===== config.mk =====
export PLATFORM = sky130hd
export DESIGN_NAME = json_comment_stripper_unit
export DESIGN_NICKNAME = d
export VERILOG_FILES = /design/src/hw/rtl/jcs_pkg.sv /design/src/hw/rtl/json_comment_stripper_unit.sv /design/src/hw/rtl/jcs_scan.sv /design/src/hw/rtl/jcs_obuf.sv
export SDC_FILE = /design/constraint.sdc
export NUM_CORES = 1
export LEC_CHECK = 0
export BUFFER_PORTS_ARGS = -buffer_cell sky130_fd_sc_hd__buf_2
export CAP_MARGIN = 10
export CORE_MARGIN = 2
export CORE_UTILIZATION = 42
export CTS_CLUSTER_SIZE = 16
export DETAILED_ROUTE_END_ITERATION = 10
export PLACE_DENSITY = 0.64
export SYNTH_ARGS = -nofsm -noshare
export SYNTH_HDL_FRONTEND = slang
export SYNTH_SLANG_ARGS = --single-unit

===== constraint.sdc =====
create_clock -name clk -period 3.6 [get_ports clk]
set_input_delay 0.54 -clock clk [delete_from_list [all_inputs] [get_ports clk]]
set_output_delay 0.54 -clock clk [all_outputs]
set_load 0.005 [all_outputs]

===== src/hw/rtl/jcs_pkg.sv =====
// Shared types and character constants for the JSON comment stripper.
// No dependencies; imported by the top level, jcs_scan, jcs_obuf and the testbench.
`default_nettype none

package jcs_pkg;

	localparam logic [7:0] CH_QUOTE  = 8'h22;
	localparam logic [7:0] CH_SLASH  = 8'h2F;
	localparam logic [7:0] CH_STAR   = 8'h2A;
	localparam logic [7:0] CH_NL     = 8'h0A;
	localparam logic [7:0] CH_SPACE  = 8'h20;
	localparam logic [7:0] CH_BSLASH = 8'h5C;

	typedef enum logic [2:0] {
		MODE_TEXT       = 3'd0,
		MODE_STR        = 3'd1,
		MODE_STR_ESC    = 3'd2,
		MODE_LINE       = 3'd3,
		MODE_BLOCK      = 3'd4,
		MODE_BLOCK_STAR = 3'd5
	} scan_mode_t;

	// scanner state carried from one byte to the next
	typedef struct packed {
		scan_mode_t mode;
		logic       held;   // a slash waits for its lookahead byte
	} scan_state_t;

	// up to two output words produced by one input word
	typedef struct packed {
		logic [1:0] count;
		logic [7:0] data0;
		logic       last0;
		logic [7:0] data1;
		logic       last1;
	} scan_res_t;

endpackage

`default_nettype wire


===== src/hw/rtl/json_comment_stripper_unit.sv =====
// JSON comment stripper, top level: input register, scanner state, output pair.
// Uses jcs_pkg, jcs_scan and jcs_obuf.
//
// Streams JSON text one byte per word and returns the same text with // and
// /* */ comments replaced by spaces; newlines ending line comments are kept,
// quoted strings (with backslash escapes) pass untouched. s_tlast marks the
// last byte of a text and m_tlast the last byte returned for it; the scanner
// returns to plain-text state after every text. A slash is held one byte for
// lookahead, so an input word yields zero, one or two output words. The block
// accepts one input word per cycle unless the output side stalls; output is
// one word per cycle while m_tready is high, from a two-entry output register,
// so a word that yields two outputs slows intake. Words pass the input register,
// then the output register. No configuration; reset is asynchronous, active low.
`default_nettype none

module json_comment_stripper_unit
	import jcs_pkg::*;
(
	input  wire        clk,
	input  wire        arst_n,
	input  wire        s_tvalid,
	output logic       s_tready,
	input  wire [7:0]  s_tdata,   // [7:0] in_byte
	input  wire        s_tlast,   // is_last
	output logic       m_tvalid,
	input  wire        m_tready,
	output logic [7:0] m_tdata,   // [7:0] out_byte
	output logic       m_tlast    // last_out
);

	// input register
	logic        valid_s1;
	logic [7:0]  data_s1;
	logic        last_s1;

	// scanner state, advanced once per processed word
	scan_state_t state_q;
	scan_state_t state_nxt;
	scan_res_t   res;
	logic        can_load;
	logic        proc;

	assign proc     = valid_s1 && can_load;
	assign s_tready = !valid_s1 || proc;

	always_ff @(posedge clk or negedge arst_n) begin
		if (!arst_n) begin
			valid_s1 <= 1'b0;
		end else if (s_tready) begin
			valid_s1 <= s_tvalid;
		end
	end

	always_ff @(posedge clk) begin
		if (s_tvalid && s_tready) begin
			data_s1 <= s_tdata;
			last_s1 <= s_tlast;
		end
	end

	always_ff @(posedge clk or negedge arst_n) begin
		if (!arst_n) begin
			state_q.mode <= MODE_TEXT;
			state_q.held <= 1'b0;
		end else if (proc) begin
			state_q <= state_nxt;
		end
	end

	jcs_scan u_scan (
		.cur     (state_q),
		.in_byte (data_s1),
		.is_last (last_s1),
		.nxt     (state_nxt),
		.res     (res)
	);

	jcs_obuf u_obuf (
		.clk      (clk),
		.arst_n   (arst_n),
		.load     (proc),
		.res      (res),
		.can_load (can_load),
		.m_tvalid (m_tvalid),
		.m_tready (m_tready),
		.m_tdata  (m_tdata),
		.m_tlast  (m_tlast)
	);

endmodule

`default_nettype wire


===== src/hw/rtl/jcs_scan.sv =====
// Combinational scanner: one input byte plus current state gives next state
// and zero to two output words. Depends on jcs_pkg.
`default_nettype none

module jcs_scan
	import jcs_pkg::*;
(
	input  wire scan_state_t cur,
	input  wire logic [7:0]  in_byte,
	input  wire logic        is_last,
	output scan_state_t      nxt,
	output scan_res_t        res
);

	always_comb begin
		logic [1:0] n;
		logic       consumed;
		logic       emit;
		logic [7:0] val;
		scan_mode_t nm;
		logic       nh;

		n        = 2'd0;
		consumed = 1'b0;
		emit     = 1'b0;
		val      = in_byte;
		nm       = cur.mode;
		nh       = 1'b0;
		res      = '0;

		// pending slash resolves first
		if (cur.held) begin
			if (in_byte == CH_SLASH || in_byte == CH_STAR) begin
				res.data0 = CH_SPACE;
				res.data1 = CH_SPACE;
				n         = 2'd2;
				nm        = (in_byte == CH_SLASH) ? MODE_LINE : MODE_BLOCK;
				consumed  = 1'b1;
			end else begin
				res.data0 = CH_SLASH;
				n         = 2'd1;
			end
		end

		if (!consumed) begin
			case (cur.mode)
				MODE_STR: begin
					emit = 1'b1;
					if (in_byte == CH_QUOTE)
						nm = MODE_TEXT;
					else if (in_byte == CH_BSLASH)
						nm = MODE_STR_ESC;
				end
				MODE_STR_ESC: begin
					emit = 1'b1;
					nm   = MODE_STR;
				end
				MODE_LINE: begin
					emit = 1'b1;
					if (in_byte == CH_NL)
						nm = MODE_TEXT;
					else
						val = CH_SPACE;
				end
				MODE_BLOCK: begin
					emit = 1'b1;
					val  = CH_SPACE;
					if (in_byte == CH_STAR)
						nm = MODE_BLOCK_STAR;
				end
				MODE_BLOCK_STAR: begin
					emit = 1'b1;
					val  = CH_SPACE;
					if (in_byte == CH_SLASH)
						nm = MODE_TEXT;
					else if (in_byte != CH_STAR)
						nm = MODE_BLOCK;
				end
				default: begin
					nm = MODE_TEXT;
					if (in_byte == CH_QUOTE) begin
						emit = 1'b1;
						nm   = MODE_STR;
					end else if (in_byte == CH_SLASH) begin
						nh = 1'b1;
					end else begin
						emit = 1'b1;
					end
				end
			endcase
		end

		if (emit) begin
			if (n == 2'd0)
				res.data0 = val;
			else
				res.data1 = val;
			n = n + 2'd1;
		end

		// end of text: flush a held slash, then back to reset state
		if (is_last) begin
			if (nh) begin
				if (n == 2'd0)
					res.data0 = CH_SLASH;
				else
					res.data1 = CH_SLASH;
				n = n + 2'd1;
			end
			nh = 1'b0;
			nm = MODE_TEXT;
		end

		res.count = n;
		res.last0 = is_last && (n == 2'd1);
		res.last1 = is_last && (n == 2'd2);
		nxt.mode  = nm;
		nxt.held  = nh;
	end

endmodule

`default_nettype wire


===== src/hw/rtl/jcs_obuf.sv =====
// Two-entry output register: loads a pair of words from the scanner and
// presents them one per cycle while m_tready is high on the master stream. Depends on jcs_pkg.
`default_nettype none

module jcs_obuf
	import jcs_pkg::*;
(
	input  wire              clk,
	input  wire              arst_n,
	input  wire logic        load,      // scanner result taken this cycle
	input  wire scan_res_t   res,
	output logic             can_load,
	output logic             m_tvalid,
	input  wire logic        m_tready,
	output logic [7:0]       m_tdata,   // [7:0] out_byte
	output logic             m_tlast    // last_out
);

	logic [1:0] cnt_q;
	logic [7:0] data0_q, data1_q;
	logic       last0_q, last1_q;
	logic       pop;

	assign m_tvalid = (cnt_q != 2'd0);
	assign m_tdata  = data0_q;
	assign m_tlast  = last0_q;
	assign pop      = m_tvalid && m_tready;
	// room for a new pair once the head slot drains
	assign can_load = (cnt_q == 2'd0) || ((cnt_q == 2'd1) && m_tready);

	always_ff @(posedge clk or negedge arst_n) begin
		if (!arst_n) begin
			cnt_q <= 2'd0;
		end else if (load && res.count != 2'd0) begin
			cnt_q <= res.count;
		end else if (pop) begin
			cnt_q <= cnt_q - 2'd1;
		end
	end

	always_ff @(posedge clk) begin
		if (load && res.count != 2'd0) begin
			data0_q <= res.data0;
			last0_q <= res.last0;
			data1_q <= res.data1;
			last1_q <= res.last1;
		end else if (pop) begin
			data0_q <= data1_q;
			last0_q <= last1_q;
		end
	end

endmodule

`default_nettype wire


[Yosys cells after proc, flatten, opt, wreduce, memory -nomap -nowiden]
Cells that the tools add are included.
Operators by class
  reduce and logical (&&, ||, !) cells: 19
  equal/unequal tests: 14
  $add $sub $neg: 3
  multiplexer cells: 52
Operators by type and width (count)
  2-to-1 mux 8 bit: 16
  2-to-1 mux 3 bit: 11
  equality test 8 x 6 -> 1 bit (second input constant): 3
  case mux 8 bit (2 select lines): 1
  case mux 3 bit (5 select lines): 1
  2-to-1 mux 1 bit: 14
  2-to-1 mux 2 bit: 7
  equality test 8 x 4 -> 1 bit (second input constant): 1
  equality test 8 x 7 -> 1 bit (second input constant): 1
  inequality test 8 x 6 -> 1 bit (second input constant): 1
  logical AND 1 bit: 7
  equality test 3 x 2 -> 1 bit (second input constant): 2
  equality test 3 bit (second input constant): 2
  logical NOT 2 bit: 3
  2-to-1 mux 6 bit: 1
  nonzero test 2 bit: 3
  OR reduction 5 bit: 1
  adder 2 x 1 -> 2 bit (second input constant): 2
  equality test 2 x 1 -> 1 bit (second input constant): 2
  2-to-1 mux 4 bit: 1
  equality test 3 x 1 -> 1 bit (second input constant): 1
  logical OR 1 bit: 3
  equality test 2 bit (second input constant): 1
  OR reduction 2 bit: 1
  other kinds (2): 2
Word-level totals
  bits of input ports: 13
  output and inout port bits: 11
  bits in registers: 34
  word-level logic and storage cells: 98

[Longest topological paths before layout]
Gate-level depths: netlist of run 1.
  depth after elaboration: 12
  mapped depth: 9
  mapped depth without buffers: 7

[Modules after synthesis]
A second synthesis of run 1 with hierarchy kept.
Second synthesis, totals
  cells, all modules: 174
  area, all modules: 1968.1 µm²
Modules (own cells, without submodules)
  jcs_obuf: cells each 47, area an instance 813.3 µm², times used 1
  jcs_scan: cells each 104, area an instance 670.6 µm², times used 1
  json_comment_stripper_unit: cells each 23, area an instance 484.2 µm², times used 1

[Worst setup path before layout of run 1]
Ideal clock, no wire load.
  kind: reg2reg
  start: reg data_s1[4]
  end: reg u_obuf.data0_q[5], in the netlist u_obuf.m_tdata[5], data pin
  buffers on the path: 0
  data arrival time: 2.163 ns
  clock period less this slack: 2.423 ns
  cell stages (with the launch flop): 8
  library setup time: 0.260 ns
  slack: 1.177 ns
  cells stage by stage: edfxtp_1 > nor3_4 > nand4_1 > ha_1 > a2bb2oi_2 > o21bai_4 > inv_4 > mux2_4
Between the ends
  word-level cells in the longest chain between the ends: 12
Ends and longest elaborated chain
  start: declaration: line json_comment_stripper_unit.sv:33  | logic [7:0] data_s1;
  start signal: assignment: line json_comment_stripper_unit.sv:56  | data_s1 <= s_tdata;
  equality test 8 x 6 -> 1 bit (on tied branches): line jcs_scan.sv:33, jcs_scan.sv:84
  logical OR 1 bit or 2-to-1 mux 1 bit (tied branches): line jcs_scan.sv:33, jcs_scan.sv:84
  2-to-1 mux 2 bit (tied with other cells): line jcs_scan.sv:33  | if (in_byte == CH_SLASH || in_byte == CH_STAR) begin
  2-to-1 mux 2 bit (tied with other cells): line jcs_scan.sv:32  | if (cur.held) begin
  adder 2 x 1 -> 2 bit or 2-to-1 mux 1 bit (tied branches): line jcs_scan.sv:98, jcs_scan.sv:45
  2-to-1 mux 2 bit: line jcs_scan.sv:93  | if (emit) begin
  adder 2 x 1 -> 2 bit: line jcs_scan.sv:108  | n = n + 2'd1;
  2-to-1 mux 2 bit: line jcs_scan.sv:103  | if (nh) begin
  2-to-1 mux 2 bit: line jcs_scan.sv:102  | if (is_last) begin
  nonzero test 2 bit: line jcs_obuf.sv:42  | if (load && res.count != 2'd0) begin
  logical AND 1 bit: line jcs_obuf.sv:42
  2-to-1 mux 8 bit *: line jcs_obuf.sv:42
  end signal: assignment: line jcs_obuf.sv:43  | data0_q <= res.data0;
  end signal: assignment: line jcs_obuf.sv:48  | data0_q <= data1_q;
  end: declaration: line jcs_obuf.sv:20  | logic [7:0] data0_q, data1_q;
Mark *: on every way between the ends. The rest lies on a longest branch, timed or not.
A chain may end at the register's enable or synchronous reset.

[Final worst setup path of run 1]
Same ends and word-level chain as after synthesis.

==> impl_metrics.json, run 1 <==
{
  "crit_fanout": 17,
  "clk_pin_slew_ps": 70,
  "p_leak_nw": 0.883,
  "yosysTopAreaCell": "edfxtp_1",
  "critPathSlowestCell": "edfxtp_1",
  "maxSlewViolCount": 0,
  "antenna_cells": 0,
  "place_congestion": 0.834,
  "drc": 0,
  "grtUsageMet2_pct": 23.7,
  "synth-seq-cells": 34,
  "utilization_pct": 49.4,
  "synth_top_area_share_pct": 42.5,
  "fin_skew_ps": 6.39,
  "worst_ep_required_time_ps": 3640,
  "ys_types": 52,
  "wl_per_cell_um": 14.2,
  "slew_headroom_pct": 63.4,
  "grt_start_max_net_pins": 18,
  "rr_startpoint": "data_s1[4]$_DFFE_PP_",
  "p_comb_share_pct": 29.5,
  "rsz0062_at_grt": "no",
  "cts_buffer_depth": 2,
  "cts_inserted_buffers": 5,
  "cts_resized": 0,
  "ys.flop_type": "edfxtp_1",
  "cts_tree": "yes",
  "crit_start": "data_s1[4]$_DFFE_PP_",
  "synthesis.nets": 190,
  "initial_core_util_pct": 43.9,
  "top_usage_layer": "met2",
  "status": "finished clean",
  "async_reset_ff_share_pct": 20.6,
  "p_seq_share_pct": 45.8,
  "hold_violations": 0,
  "grtUsageMet3_pct": 3.94,
  "cp.arrival_ps": 2770,
  "io_pins": 24,
  "fin_nets": 211,
  "hp-class": "input port to async pin",
  "r2r_slack_ps": 870,
  "area_growth_pct": 12.7,
  "p_clk_share_pct": 24.7,
  "power_switching_mw": 0.443,
  "cts_hold_buf": 0,
  "clk_latency_ps": 280,
  "finalSetupViolCount": 0,
  "dieArea_um2": 5100,
  "r2r_cells": 7,
  "fp.dieW_um": 71.4,
  "antenna_found_initial": 0,
  "synth_cells": 174,
  "die_height_um": 71.4,
  "dp_hpwl_um": 2590,
  "port_buffers": 23,
  "synth_edf_count": 27,
  "yosysSeqAreaShare_pct": 51.6,
  "critical_path.endpoint": "u_obuf.m_tdata[5]$_DFFE_PP_",
  "routed_via_density": 5.58,
  "max_cap_viol_count": 0,
  "vias": 1385,
  "use_met1_pct": 19.9,
  "h-tree-depth": 2,
  "antenna_left": 0,
  "rows": 24,
  "synthTopCellsByArea": "edfxtp_1, dfrtp_1, nand2_1, and2_1, mux2i_1",
  "path_class": "register to register",
  "grtUsageTotal_pct": 15.0,
  "grt_pass1_wl_um": 6130,
  "cts_num_sinks": 34,
  "fillers": 380,
  "critPathMaxStageDelay_ps": 480,
  "cp-end-kind": "register",
  "powerDensity_nw_per_um2": 677,
  "placeableCoreArea_um2": 4350,
  "yosys_warnings": 0,
  "r2r-end": "u_obuf.m_tdata[5]$_DFFE_PP_",
  "firstDrtPassIters": 4,
  "period_share_pct": 75.7,
  "period_minus_slack_ps": 2730,
  "path_cells": "nor3_4 -> nand4_1 -> ha_1 -> a2bb2oi_2 -> o21bai_4 -> inv_4 -> mux2_4",
  "drive_gt1_share_pct": 19.4,
  "max_freq_mhz": 367,
  "netlist_area_um2": 1910,
  "drtIter0Drc": 113,
  "grt_pass1_vias": 1343,
  "root_buffer": "clkbuf_8",
  "cts_setup_buffers": 0,
  "tightest_slew_ps": 544,
  "wirelength_um": 3530,
  "peakVddDrop_mv": 0.386,
  "swShare_pct": 30.4,
  "grt_overflow": 0,
  "syn_area_per_cell_um2": 11.0,
  "power.internal_mw": 1.01,
  "finalSetupTns_ps": 0,
  "startpoint_type": "register"
}
==> cells in the mapped netlist, types with 2 or more instances <==
cell type	n
and2_1	10
clkbuf_1	5
buf_6	2
nand4_1	4
mux2i_1	5
inv_1	10
a2bb2oi_1	4
nand3_1	6
nor3_1	3
o31ai_1	3
nand2_1	17
dfrtp_1	7
o21ai_0	3
xnor2_1	2
a31oi_1	2
a22o_1	2
and3_1	6
nor2b_1	2
nor4b_1	3
a211o_1	2
ha_1	3
a21oi_1	8
nand2b_1	3
edfxtp_1	27
a211oi_1	2
nor2_1	7
==> worst max-delay path, delay by kind of cell (launching register included) <==
kind | cells | cell delay, ps
AO/OA/AOI/OAI | 2 | 410
adder cells (fa/ha/maj) | 1 | 430
buffers and inverters | 1 | 140
flip-flops | 1 | 480
multiplexers | 1 | 320
AND/OR/NAND/NOR | 2 | 700
==> routing by layer <==
layer / wire length (µm) / vias up
met5: 0 / -
met4: 45 / 0
met3: 224 / 7
met2: 1650 / 51
met1: 1610 / 639
li1: - / 688
==> flip-flops by register name, indices dropped and copies added, names as in the netlist <==
register        count
u_obuf.data1_q      8
u_obuf.last1_q      1
u_obuf.m_tlast      1
u_obuf.m_tdata      8
data_s1             8
state_q             4
u_obuf.cnt_q        2
valid_s1            1
last_s1             1
==> layout make-up <==
class / instances / area, µm² / share of cell area [%]
Clock buffer: 7 / 86.3 / 4.01
Clock inverter: 1 / 30.0 / 1.40
Inverter: 11 / 43.8 / 2.03
Multi-Input combinational cell: 120 / 826 / 38.4
Sequential cell: 34 / 986 / 45.8
Tap cell: 52 / 65.1 / 3.02
Timing Repair Buffer: 23 / 115 / 5.35
==> kinds of logic (layout without fill, tap and decap cells) <==
group | Yosys count | count (layout) | synth area share (%)
AOI/OAI and AO/OA | 38 | 38 | 15.4
muxes | 6 | 6 | 3.41
buffers and inverters | 20 | 42 | 5.11
DFF | 34 | 34 | 51.6
adders and majority gates | 3 | 3 | 1.97
xor gates and xnor gates | 3 | 3 | 1.38
and+or+nand+nor | 70 | 70 | 21.1
==> through the flow <==
stage	total power, mW	instances	setup slack [ps]	hold slack [ps]	cell area (µm²)
2_1_floorplan	0.979	174	1180	244	1910
3_5_place_dp	1.11	240	884	383	2040
4_1_cts	1.48	248	874	78.4	2150
3_3_place_gp	1.09	240	985	382	2040
6_report	1.46	248	873	73.6	2150
5_1_grt	1.56	248	694	78.5	2150
==> layout by cell type, fill, tap and decap left out, types with 2 or more instances in the layout <==
cell       netlist  routed
a211oi_1         2       2
nor2_1           7       7
a31oi_1          2       2
nor2b_1          2       2
nor4b_1          3       3
edfxtp_1        27      27
a2bb2oi_1        4       4
mux2i_1          5       5
a22o_1           2       2
o21ai_0          3       3
nand3_1          6       6
nand2b_1         3       3
and3_1           6       6
a21oi_1          8       8
o31ai_1          3       3
buf_2            1      23
nand2_1         17      17
a211o_1          2       2
nand4_1          4       4
and2_1          10      10
ha_1             3       3
nor3_1           3       3
clkbuf_8         0       6
dfrtp_1          7       7
xnor2_1          2       2
inv_1           10      10
==> worst min path at each step <==
stage	startpoint	end	slack, ps	cells after the start
finish	arst_n	u_obuf.cnt_q[0]$_DFFE_PN0P_	70	1
global route	arst_n	u_obuf.cnt_q[1]$_DFFE_PN0P_	80	1
CTS	arst_n	state_q[0]$_DFFE_PN0P_	80	1
detailed placement	arst_n	state_q[2]$_DFFE_PN0P_	380	1
global placement	arst_n	valid_s1$_DFFE_PN0N_	380	1
floorplan	arst_n	state_q[0]$_DFFE_PN0P_	240	0
==> power groups by stage <==
stage | combinational, mW | clock [mW] | sequential [mW]
after floorplan | 0.317 | 0 | 0.662
after global placement | 0.422 | 0 | 0.671
after detailed placement | 0.439 | 0 | 0.676
after CTS | 0.440 | 0.369 | 0.668
after global routing | 0.488 | 0.388 | 0.682
final | 0.430 | 0.360 | 0.667
(Power assumes the default switching activity.)
==> inputs of run 2 (changes only) <==
ABC_AREA = 1   (was default)
PLACE_DENSITY = 0.66   (was 0.64)
clock period = 2.45 ns   (was 3.6 ns; I/O delays follow)
==> run 2 against run 1 <==
  * Critical path depth up 8
  * Die area up 1.3%
  * Worst hold slack improved by 180 ps
  * Flip-flop and latch count unchanged
  * Synthesized cell count up 38%
  * Clock-buffer cell count is 2 lower
  * Largest cell class unchanged
  * Setup slack got worse by 670 ps
  * Cell count rose by 31%
  * Register-to-register slack got worse by 670 ps
  * Utilization is 2.9 points higher
  * Critical path type unchanged
  * Via count increased by 16%
==> impl_metrics.json, run 2 <==
{
  "port_buffers": 23,
  "antenna_left": 0,
  "cp.arrival_ps": 2300,
  "ys.flop_type": "edfxtp_1",
  "synthTopCellsByArea": "edfxtp_1, nand2_1, dfrtp_1, inv_1, nor2_1",
  "synth_cells": 240,
  "grtUsageTotal_pct": 15.6,
  "drc": 0,
  "fin_skew_ps": 9.87,
  "h-tree-depth": 2,
  "synth_top_area_share_pct": 41.9,
  "rr_startpoint": "data_s1[7]$_DFFE_PP_",
  "max_cap_viol_count": 0,
  "ys_top_cells_by_count": "nand2_1, edfxtp_1, inv_1, nor2_1, nand3_1",
  "path_class": "register to register",
  "antenna_cells": 0,
  "syn_area_per_cell_um2": 8.07,
  "cts_setup_buffers": 0,
  "yosysTopAreaCell": "edfxtp_1",
  "crit_fanout": 15,
  "placeableCoreArea_um2": 4380,
  "dieArea_um2": 5170,
  "mostFrequentLayoutCell": "nand2_1",
  "wirelength_um": 3620,
  "drtIter0Drc": 93,
  "dpl-instance-area_um2": 2140,
  "cp-end-kind": "register",
  "hp-class": "input port to register",
  "tightest_slew_ps": 429,
  "io_pins": 24,
  "startpoint_type": "register",
  "place_congestion": 0.904,
  "vias": 1602,
  "peakVddDrop_mv": 0.455,
  "synth_edf_count": 27,
  "layout_common_cells": "nand2_1, edfxtp_1, inv_1, nor2_1, buf_2",
  "powerDensity_nw_per_um2": 1020,
  "r2r_slack_ps": 200,
  "clk_pin_slew_ps": 70,
  "r2r_cells": 15,
  "synth.most_common_cell": "nand2_1",
  "wl_per_cell_um": 11.1,
  "initial_core_util_pct": 44.1,
  "post-route-cell-area_um2": 2290,
  "grt_overflow": 0,
  "netlist_area_um2": 1940,
  "synthesis.nets": 256,
  "firstDrtPassIters": 4,
  "status": "finished clean",
  "clk_latency_ps": 290,
  "slew_headroom_pct": 71.3,
  "fillers": 405,
  "grt_pass1_wl_um": 6320,
  "cts_inserted_buffers": 5,
  "hold_end": "data_s1[4]$_DFFE_PP_",
  "dp_hpwl_um": 2850,
  "period_share_pct": 91.9,
  "p_leak_nw": 1.11,
  "root_buffer": "clkbuf_8",
  "grt_pass1_vias": 1490,
  "routed_via_density": 4.91,
  "area_growth_pct": 18.5,
  "seqCellArea_um2": 986,
  "r2r-end": "u_obuf.m_tdata[3]$_DFFE_PP_",
  "async_reset_ff_share_pct": 20.6,
  "fin_nets": 289,
  "yosys_warnings": 0,
  "period_minus_slack_ps": 2250,
  "drive_gt1_share_pct": 17.9,
  "cts_tree": "yes",
  "yosysSeqAreaShare_pct": 50.9,
  "antenna_found_initial": 0,
  "cts_num_sinks": 34,
  "maxSlewViolCount": 0,
  "hold_start": "s_tdata[4]",
  "cts_buffer_depth": 2,
  "grt_start_max_net_pins": 16,
  "hold_depth": 1,
  "hold_violations": 0,
  "finalSetupViolCount": 0,
  "rsz0062_at_grt": "no",
  "multiInputGateArea_um2": 810,
  "worst_ep_required_time_ps": 2500,
  "ys_types": 26,
  "utilization_pct": 52.3,
  "rows": 24,
  "max_freq_mhz": 444,
  "die_height_um": 71.9,
  "fp.dieW_um": 71.9,
  "synth-seq-cells": 34,
  "finalSetupTns_ps": 0
}
run 2: changes by cell type after synthesis, sizes merged, moves of 6 or more:
| cell | before | now |
|---|---|---|
| nand2 | 17 | 89 |
| nor2 | 7 | 28 |
| inv | 11 | 28 |
| o21ai | 3 | 14 |
| and2 | 10 | 0 |
| nand3 | 6 | 15 |
| and3 | 6 | 0 |
run 2: final cells by class:
type / instances / area share (%)
sequential: 34 / 43.0
multi-input combinational: 173 / 35.3
timing repair buffer: 31 / 8.29
inverter: 28 / 4.58
clock buffer: 5 / 3.00
clock inverter: 3 / 3.00
tap: 52 / 2.84
run 2: cell families after synthesis:
logic type	Yosys count	synth area share, %
and+or+nand+nor	141	30.4
DFF	34	50.9
buffers and inverters	33	7.50
AOI/OAI and AO/OA	26	7.76
adders and majority gates	3	1.94
muxes	2	1.03
xor gates and xnor gates	1	0.453
run 2: worst max-delay path, stage by stage (launching register included):
cell and delay (ps):
edfxtp_1 440, inv_1 100, nand2_1 90, nor2_4 110
nand2_1 110, nand2_1 90, inv_1 60, nand2_1 100
ha_1 250, nand2_1 100, nand3_2 100, nor2_1 130
nor2_2 60, buf_12 150, nand2_1 70, nand2_1 40
run 2: worst max path at each step:
| stage | from | end | depth (start not counted) |
|---|---|---|---|
| after CTS | data_s1[7]$_DFFE_PP_ | u_obuf.m_tdata[5]$_DFFE_PP_ | 12 |
| after floorplan | data_s1[0]$_DFFE_PP_ | u_obuf.m_tdata[0]$_DFFE_PP_ | 13 |
| after detailed placement | data_s1[7]$_DFFE_PP_ | u_obuf.m_tdata[0]$_DFFE_PP_ | 15 |
| after global placement | data_s1[4]$_DFFE_PP_ | u_obuf.m_tdata[3]$_DFFE_PP_ | 15 |
| final | data_s1[7]$_DFFE_PP_ | u_obuf.m_tdata[3]$_DFFE_PP_ | 15 |
| after global routing | data_s1[4]$_DFFE_PP_ | u_obuf.m_tdata[0]$_DFFE_PP_ | 15 |
run 2: where the power goes:
part / internal, mW / total, mW / switching [mW]
Clock: 0.408 / 0.617 / 0.209
Sequential: 0.908 / 0.986 / 0.0780
Combinational: 0.283 / 0.727 / 0.444
run 2: layer usage:
| layer | share of wire [%] | GRT usage, % |
|---|---|---|
| met4 | 2.0 | 6.29 |
| met3 | 4.8 | 4.36 |
| met5 | 0 | 0 |
| met2 | 47 | 26.2 |
| met1 | 46 | 19.0 |
run 2: timing repair:
action,4_1_cts,5_1_grt
setup endpoints to repair,0,8
endpoints found under the hold margin,7,0
gates resized for setup,0,1
hold buffers,1,0
run 2: stage by stage:
step	std cells	setup slack (ps)	hold slack (ps)	power, mW
5_1_grt	326	5.76	241	2.51
3_5_place_dp	317	192	207	1.73
3_3_place_gp	317	240	210	1.71
2_1_floorplan	240	52.1	71.9	1.47
4_1_cts	326	180	247	2.35
6_report	326	198	253	2.33
